`src/hdl/ssmt_pkg.sv`:
```
// ssmt_pkg: shared types for the set membership table
// command codes, item and result structs, cell control and chain structs
// no dependencies
package ssmt_pkg;

    typedef enum logic [1:0] {
        CMD_LOOKUP = 2'd0,
        CMD_INSERT = 2'd1,
        CMD_REMOVE = 2'd2,
        CMD_CLEAR  = 2'd3
    } t_cmd;

    typedef struct packed {
        logic [1:0]         cmd;
        logic signed [31:0] value;
    } t_in;

    typedef struct packed {
        logic       was_present;
        logic [4:0] set_count;
        logic       full_refused;
    } t_out;

    // broadcast from the top level to every cell
    typedef struct packed {
        logic cmp;   // compare phase: latch hit and free-slot pick
        logic upd;   // update phase: apply the command
        t_cmd cmd;
        logic miss;  // value absent from the whole row
    } t_cell_ctl;

    // handed from each cell to its right neighbor
    typedef struct packed {
        logic free_seen;
        logic hit_seen;
    } t_chain;

endpackage

```
`src/hdl/small_set_membership_table.sv`:
```
// small_set_membership_table: set of up to CAPACITY distinct 32-bit values
// a start transfer is registered into a compare state across the cell row, then an
// update state that registers the result strobe; a new start is taken in that state
// busy is high only in the compare cycle; results cannot be stalled
// synchronous active-low reset empties the set; entry values stay undefined
module small_set_membership_table
    import ssmt_pkg::*;
#(
    parameter int CAPACITY = 16
) (
    input  logic i_clk,
    input  logic i_rst_n,
    input  logic start,
    output logic busy,
    input  t_in  i_in,
    output logic o_strobe,
    output t_out o_res
);

    localparam int CW = $clog2(CAPACITY + 1);

    typedef enum logic [2:0] {
        S_IDLE = 3'b001,
        S_CMP  = 3'b010,
        S_UPD  = 3'b100
    } t_state;

    t_state      r_state, n_state;
    t_cmd        r_cmd;
    logic [31:0] r_value;
    logic [CW-1:0] r_count, n_count;
    logic        r_any_hit;
    logic        r_any_free;
    logic        r_strobe;
    t_out        r_res, n_res;
    logic        w_accept;
    t_cell_ctl   w_ctl;
    t_chain      w_chain [CAPACITY+1];
    logic [CW+4:0] w_cnt_wide;

    assign busy     = (r_state == S_CMP);
    assign w_accept = start && !busy;

    assign w_ctl.cmp  = (r_state == S_CMP);
    assign w_ctl.upd  = (r_state == S_UPD);
    assign w_ctl.cmd  = r_cmd;
    assign w_ctl.miss = ~r_any_hit;

    assign w_chain[0] = '{free_seen: 1'b0, hit_seen: 1'b0};

    for (genvar g = 0; g < CAPACITY; g++) begin : g_cell
        ssmt_cell u_cell (
            .i_clk   (i_clk),
            .i_rst_n (i_rst_n),
            .i_ctl   (w_ctl),
            .i_value (r_value),
            .i_chain (w_chain[g]),
            .o_chain (w_chain[g+1])
        );
    end

    always_comb begin
        n_state = r_state;
        case (r_state)
            S_IDLE:  if (w_accept) n_state = S_CMP;
            S_CMP:   n_state = S_UPD;
            S_UPD:   n_state = w_accept ? S_CMP : S_IDLE;
            default: n_state = S_IDLE;
        endcase
    end

    always_comb begin
        n_count = r_count;
        case (r_cmd)
            CMD_INSERT: if (!r_any_hit && r_any_free) n_count = r_count + CW'(1);
            CMD_REMOVE: if (r_any_hit && r_count != '0) n_count = r_count - CW'(1);
            CMD_CLEAR:  n_count = '0;
            default:    n_count = r_count;
        endcase
    end

    assign w_cnt_wide = (CW + 5)'(n_count);

    always_comb begin
        n_res.was_present  = r_any_hit;
        n_res.set_count    = w_cnt_wide[4:0];
        n_res.full_refused = (r_cmd == CMD_INSERT) && !r_any_hit && !r_any_free;
    end

    always_ff @(posedge i_clk) begin
        if (!i_rst_n) begin
            r_state    <= S_IDLE;
            r_count    <= '0;
            r_strobe   <= 1'b0;
            r_any_hit  <= 1'b0;
            r_any_free <= 1'b0;
        end else begin
            r_state  <= n_state;
            r_strobe <= (r_state == S_UPD);
            if (r_state == S_CMP) begin
                r_any_hit  <= w_chain[CAPACITY].hit_seen;
                r_any_free <= w_chain[CAPACITY].free_seen;
            end
            if (r_state == S_UPD) r_count <= n_count;
        end
    end

    // item and result payload
    always_ff @(posedge i_clk) begin
        if (w_accept) begin
            r_cmd   <= t_cmd'(i_in.cmd);
            r_value <= i_in.value;
        end
        if (r_state == S_UPD) r_res <= n_res;
    end

    assign o_strobe = r_strobe;
    assign o_res    = r_res;

    a_strobe_after_upd: assert property (@(posedge i_clk) disable iff (!i_rst_n)
        o_strobe |-> $past(r_state == S_UPD))
        else $error("result strobe without an update cycle");

    a_count_bound: assert property (@(posedge i_clk) disable iff (!i_rst_n)
        r_count <= CW'(CAPACITY))
        else $error("element count above capacity");

    a_refused_full: assert property (@(posedge i_clk) disable iff (!i_rst_n)
        (o_strobe && o_res.full_refused) |-> (r_count == CW'(CAPACITY)))
        else $error("insert refused while table not full");

    a_accept_compares: assert property (@(posedge i_clk) disable iff (!i_rst_n)
        w_accept |=> (r_state == S_CMP))
        else $error("accepted transfer did not enter compare");

endmodule

```
`src/hdl/ssmt_cell.sv`:
```
// ssmt_cell: one entry of the set, value register plus valid flag
// compares against the broadcast value and passes hit/free flags down the row
// depends on ssmt_pkg
module ssmt_cell
    import ssmt_pkg::*;
(
    input  logic        i_clk,
    input  logic        i_rst_n,
    input  t_cell_ctl   i_ctl,
    input  logic [31:0] i_value,
    input  t_chain      i_chain,
    output t_chain      o_chain
);

    logic        r_valid;
    logic [31:0] r_value;
    logic        r_hit;
    logic        r_take;
    logic        w_match;

    assign w_match = r_valid && (r_value == i_value);

    assign o_chain.free_seen = i_chain.free_seen | ~r_valid;
    assign o_chain.hit_seen  = i_chain.hit_seen | w_match;

    always_ff @(posedge i_clk) begin
        if (!i_rst_n) begin
            r_valid <= 1'b0;
            r_hit   <= 1'b0;
            r_take  <= 1'b0;
        end else begin
            if (i_ctl.cmp) begin
                r_hit  <= w_match;
                // lowest free slot: no free cell to the left
                r_take <= ~r_valid & ~i_chain.free_seen;
            end
            if (i_ctl.upd) begin
                case (i_ctl.cmd)
                    CMD_CLEAR: r_valid <= 1'b0;
                    CMD_REMOVE: begin
                        if (r_hit) r_valid <= 1'b0;
                    end
                    CMD_INSERT: begin
                        if (i_ctl.miss && r_take) r_valid <= 1'b1;
                    end
                    default: r_valid <= r_valid;
                endcase
            end
        end
    end

    always_ff @(posedge i_clk) begin
        if (i_ctl.upd && i_ctl.cmd == CMD_INSERT && i_ctl.miss && r_take) begin
            r_value <= i_value;
        end
    end

endmodule
```
`config.mk`:
```
export PLATFORM = sky130hd
export DESIGN_NAME = small_set_membership_table
export DESIGN_NICKNAME = d
export VERILOG_FILES = /design/src/hdl/ssmt_pkg.sv /design/src/hdl/small_set_membership_table.sv /design/src/hdl/ssmt_cell.sv
export SDC_FILE = /design/constraint.sdc
export NUM_CORES = 1
export LEC_CHECK = 0
export BUFFER_PORTS_ARGS = -buffer_cell sky130_fd_sc_hd__buf_4
export CAP_MARGIN = 20
export CORE_MARGIN = 1
export CORE_UTILIZATION = 65
export DETAILED_ROUTE_END_ITERATION = 7
export HOLD_SLACK_MARGIN = 0.12
export PLACE_DENSITY = 0.79
export SLEW_MARGIN = 20
export SYNTH_ARGS = -nofsm -noshare
export SYNTH_HDL_FRONTEND = slang
export SYNTH_SLANG_ARGS = --single-unit
```
`constraint.sdc`:
```
create_clock -name i_clk -period 7.8 [get_ports i_clk]
set_clock_uncertainty 0.15 [all_clocks]
set_input_delay 1.56 -clock i_clk [delete_from_list [all_inputs] [get_ports i_clk]]
set_output_delay 1.56 -clock i_clk [all_outputs]
set_load 0.01 [all_outputs]
```
Word level (Yosys, flattened, before mapping)
Cells that the tools add are included.
{ "classes": {"add_sub_neg": 2, "eq_ne": 55, "n_mux": 54, "bitwise_logic": 76, "reduce_logical": 76} }
{ "ops": {"columns": ["op", "count"], "rows": [
  ["32-bit == test", 16],
  ["2-bit by 1-bit != test with 1-bit output (second input constant)", 32],
  ["4-bit AND reduction", 16],
  ["1-bit logical AND", 55],
  ["1-bit one-hot mux with 3 select lines", 16],
  ["1-bit two-way mux", 32],
  ["1-bit inverter", 31],
  ["1-bit OR", 30],
  ["1-bit bitwise AND", 15],
  ["5-bit one-hot mux with 3 select lines", 1],
  ["5-bit two-way mux", 2],
  ["3-bit one-hot mux with 3 select lines", 1],
  ["5-bit by 1-bit adder with 5-bit output (second input constant)", 1],
  ["5-bit nonzero test", 1],
  ["5-bit by 1-bit subtractor with 5-bit output (second input constant)", 1],
  ["2-bit == test (second input constant)", 2],
  ["3-bit by 1-bit == test with 1-bit output (second input constant)", 1],
  ["3-bit by 2-bit == test with 1-bit output (second input constant)", 1],
  ["3-bit == test (second input constant)", 1],
  ["1-bit logical NOT", 3],
  ["3-bit two-way mux", 1],
  ["3-bit nonzero test", 1],
  ["2-bit by 1-bit == test with 1-bit output (second input constant)", 1],
  ["2-bit two-way mux", 1],
  ["2-bit != test (second input constant)", 1]
]} }
{ "word_totals": {"register_bits": 612, "in_bits": 37, "output_inout_bits": 9, "word_cells": 337} }

Logic depth before layout (Yosys ltp)
{ "logic_depth": {"ltp_word": 17, "ltp_mapped": 9, "mapped_depth_nobuf": 9} }

Cells and area by module
A second synthesis with hierarchy kept.
{ "unflattened": {"cells_unflattened": 1648, "hier_area_um2": 25510.7} }
{ "by_module_without_submodules": {"columns": ["module", "instances", "cells_each", "area_per_inst_um2", "seq_area_each_um2"], "rows": [
  ["ssmt_cell", 16, 94, 1467.7, 1021.0],
  ["small_set_membership_table", 1, 144, 2028.2, 1451.4]
]} }

Worst setup path after synthesis
Ideal clock, no wire load.
{ "synth_path": {"path_type": "input to register", "from": "input port start", "to": "register r_cmd[0] (enable)", "setup_time_ns": 0.429, "arrival_ns": 3.093, "path_slack_ns": 4.128, "path_stages": 1, "path_buffers": 0, "cell_sequence": "nor2b_1"} }
{ "synth_via": {"elab_chain_cells": 1} }
{ "synth_rtl": {"columns": ["item", "line", "source"], "rows": [
  ["from (decl)", "small_set_membership_table.sv:13", "input logic start,"],
  ["1-bit logical AND", "small_set_membership_table.sv:42", "assign w_accept = start && !busy;"],
  ["to (signal assigned)", "small_set_membership_table.sv:111", "r_cmd <= t_cmd'(i_in.cmd);"],
  ["to (decl)", "small_set_membership_table.sv:29", "t_cmd r_cmd;"]
]} }
Every way passes these cells.
A chain may end at the register's enable or synchronous reset.

Worst setup path in the final report
{ "layout_path": {"from": "register r_state[1]", "to": "output port busy"} }
{ "layout_via": {"elab_chain_cells": 1} }
{ "layout_rtl": {"columns": ["item", "line", "source"], "rows": [
  ["from (decl)", "small_set_membership_table.sv:28", "t_state r_state, n_state;"],
  ["from (signal assigned)", "small_set_membership_table.sv:98", "r_state <= n_state;"],
  ["3-bit by 2-bit == test with 1-bit output", "small_set_membership_table.sv:41", "assign busy = (r_state == S_CMP);"],
  ["to (decl)", "small_set_membership_table.sv:14", "output logic busy,"]
]} }
Every way passes these cells.

==> reports/results.ini <==
[clocking]
clockBufferDepth = 3
cts.sink_count = 612
cts_tree = built
path_clk_slew_ps = 60
ctsRootBufferMaster = sky130_fd_sc_hd__clkbuf_16
setup_buffers_after_cts = 0
cts_buffers = 59
max_h_tree_level = 2
cts_repair_resize_count = 0
clk-insertion-delay-late_ps = 610
cts_hold_repair.buffers = 0

[power]
power_leakage_nw = 9.11
power_mw = 6.64
power_density_over_the_cells_nw_per_um2 = 236
ir_drop_mv = 0.256

[timing]
layout_worst_path_cycle_share_pct = 49.6
grt_setup_unrepaired = no
finalWorstPathRequiredPeriod_ps = 3870
postLayoutSetupSlackWorst_ps = 3930
hold_slack_ps = 316
fmax_ghz = 0.258
finalMaxSlewViolations = 0
finalSetupTns_ps = 0
worstMarginPinSlew_ps = 947
maxSlewHeadroom_pct = 36.7
setup_violations = 0
final_hold_viol_count = 0

[final_layout]
finish.utilization_pct = 74.0
final_area_sq_um = 28100
post_layout_nonfiller_instances = 2303
fill_cell_total_of_the_finished_layout = 2359
antenna_diode_count = 0
multi_input_gate_area_in_the_final_layout_sq_um = 7110
synthToLayoutAreaGrowth_pct = 11.0
footprint_of_the_flip_flops_and_latches_sq_um = 17800
post_route_cells_drive_above_1_share_pct = 10.7
finalNetCount = 1781

[critical_path]
critical_path.max_stage_delay_ps = 500
cp_top_family = buffers and inverters
path_cells = nand2_1 > buf_4 > inv_2 > buf_4
timing.critical_path.required_ps = 6090
critPathBufInv = 3
critPathMostFrequentCell = sky130_fd_sc_hd__buf_4
critPathCaptureType = output pin
crit_path_start_kind = flop
path_class = flop to output pin
worst-endpoint-arrival_ps = 2160
path_max_fanout = 36
critPathSlowestCell = sky130_fd_sc_hd__dfxtp_1

[floorplan]
coreArea_sq_um = 38000
row_count = 71
die_width_microns = 199
floorplan.die.height_microns = 199
initial_core_util_pct = 66.7
io_pins = 46
fp.dieArea_sq_um = 39800

[logic_synthesis]
synth.ff_latch_count = 612
number_of_synthesized_flops_with_an_enable_pin = 553
synth_warnings = 0
synthFlopType = sky130_fd_sc_hd__edfxtp_1
seq_area_frac_synth_pct = 70.2
synth.lib_cells_used.distinct = 52
syn-num-nets = 1704
yosysMostFrequentCell = sky130_fd_sc_hd__edfxtp_1
mappedNetlistArea_sq_um = 25300
cell_types_with_the_highest_counts_after_synthesis = sky130_fd_sc_hd__edfxtp_1 (553), sky130_fd_sc_hd__xor2_1 (276), sky130_fd_sc_hd__xnor2_1 (234)
synthesis.area_per_instance_sq_um = 15.2
synth-async-reset-ratio_pct = 0
synth_area_leader_cell = sky130_fd_sc_hd__edfxtp_1
synth_top_cell_area_share_pct = 65.5
yosys-top-cells-area = sky130_fd_sc_hd__edfxtp_1 (66%), sky130_fd_sc_hd__xor2_1 (9.5%), sky130_fd_sc_hd__xnor2_1 (8.1%), sky130_fd_sc_hd__dfxtp_1 (4.7%), sky130_fd_sc_hd__nor4_1 (1.9%)
synthCells = 1665

[routing]
postRouteWirelength_mm = 56.7
remaining_drc_errors = 0
via_per_inst = 6.06
detail_route.first_pass.iterations = 5
num_vias = 13900
ant_nets = 0
detail_route.wl_per_cell_microns = 24.6
drtIter0Drc = 1375

[global_routing]
grt_remaining_overflow = 0
grt_first_pass_wirelength_mm = 84.8
antenna_found_initial = 1
grt_pass1_vias = 13600
all_layer_global_routing_usage_pct = 29.8
grt_max_degree = 59

[flow_run]
max_cap_viol_count = 0

[outcome]
run_status = completed

[placement]
routabilityCongestion = 0.846
placed_area_sq_um = 26300
placed_cells = 2192
port_buffers = 45
place_hpwl_mm = 31.0
post-place-ws_ps = 4600

[min_path]
worst_hold_path_type = flop to flop

## flip-flops by register name (all words and copies together) (netlist names)
register / flops
g_cell.u_cell.r_hit: 16
r_any_free: 1
r_cmd: 2
g_cell.u_cell.r_take: 16
o_strobe: 1
o_res: 7
r_state: 3
r_value: 32
r_any_hit: 1
g_cell.u_cell.r_value: 512
r_count: 5
g_cell.u_cell.r_valid: 16
## power by group
part | switching (mW) | internal [mW]
combinational | 0.234 | 0.110
sequential | 0.0126 | 3.59
clock | 1.19 | 1.51
## layer usage
metal	vias up	global-route usage [%]	wire length (microns)
li1	6180	-	-
met1	7003	44.0	23900
met2	653	45.3	26300
met3	111	4.71	4780
met4	0	10.7	1730
met5	-	0	0
## worst reg2reg max path, stage by stage (launching register included)
cell and delay [ps]:
sky130_fd_sc_hd__edfxtp_1 740, sky130_fd_sc_hd__buf_4 440, sky130_fd_sc_hd__xor2_1 130, sky130_fd_sc_hd__nor4_1 290
sky130_fd_sc_hd__nand4_1 170, sky130_fd_sc_hd__nor4_1 690, sky130_fd_sc_hd__nor2_1 150, sky130_fd_sc_hd__nor4b_1 190
sky130_fd_sc_hd__a31oi_1 150
## kinds of logic (layout without fill, tap and decap cells)
group	Yosys count	after routing	share of synthesized area [%]
adders and majority gates	2	2	0.0987
buffers and inverters	94	221	1.80
DFF	612	612	70.2
xor gates and xnor gates	510	510	17.6
muxes	7	7	0.286
AOI/OAI and AO/OA	95	95	2.41
and+or+nand+nor	345	345	7.60
## cell type report
| cell class | count | share of cell area [%] |
|---|---|---|
| well taps | 511 | 2.27 |
| clock inverters | 33 | 0.859 |
| repair buffers | 97 | 2.59 |
| flip-flops and latches | 612 | 63.2 |
| clock buffers | 78 | 5.57 |
| multi-input cells | 959 | 25.3 |
| inverters | 13 | 0.173 |
## path summary, 6_finish.rpt
check,slack [ps],startpoint,depth (start not counted),end
min reg2reg,320,g_cell[11].u_cell.r_hit,2,g_cell[11].u_cell.r_hit
min,320,g_cell[11].u_cell.r_hit,2,g_cell[11].u_cell.r_hit
max,3930,r_state[1],4,busy
max reg2reg,4630,r_value[5],8,r_any_hit
## layout by cell type (no fill, tap or decap), types with 3 or more instances in the layout
cell	synthesis	layout
sky130_fd_sc_hd__nand2b_1	4	4
sky130_fd_sc_hd__nand2_1	45	45
sky130_fd_sc_hd__o21ai_0	21	21
sky130_fd_sc_hd__a21boi_1	6	6
sky130_fd_sc_hd__inv_1	11	11
sky130_fd_sc_hd__nor2b_1	25	24
sky130_fd_sc_hd__or4_1	3	3
sky130_fd_sc_hd__nand4_1	66	66
sky130_fd_sc_hd__clkbuf_1	20	17
sky130_fd_sc_hd__a21boi_0	5	5
sky130_fd_sc_hd__nor3_1	21	21
sky130_fd_sc_hd__o21a_1	19	19
sky130_fd_sc_hd__buf_4	1	97
sky130_fd_sc_hd__and2_1	25	25
sky130_fd_sc_hd__edfxtp_1	553	553
sky130_fd_sc_hd__mux2i_1	5	5
sky130_fd_sc_hd__nor3b_1	3	3
sky130_fd_sc_hd__a31oi_1	3	3
sky130_fd_sc_hd__xnor2_1	234	234
sky130_fd_sc_hd__nor4_1	78	77
sky130_fd_sc_hd__a21oi_1	25	25
sky130_fd_sc_hd__nor2_1	39	39
sky130_fd_sc_hd__clkinv_1	0	8
sky130_fd_sc_hd__bufinv_16	0	3
sky130_fd_sc_hd__nand3_1	24	24
sky130_fd_sc_hd__inv_6	0	3
sky130_fd_sc_hd__clkbuf_16	0	59
sky130_fd_sc_hd__xor2_1	276	276
sky130_fd_sc_hd__dfxtp_1	59	59
sky130_fd_sc_hd__clkinv_2	0	19
sky130_fd_sc_hd__nor4_2	2	3
Note: power is estimated with default switching activity, not from simulation.
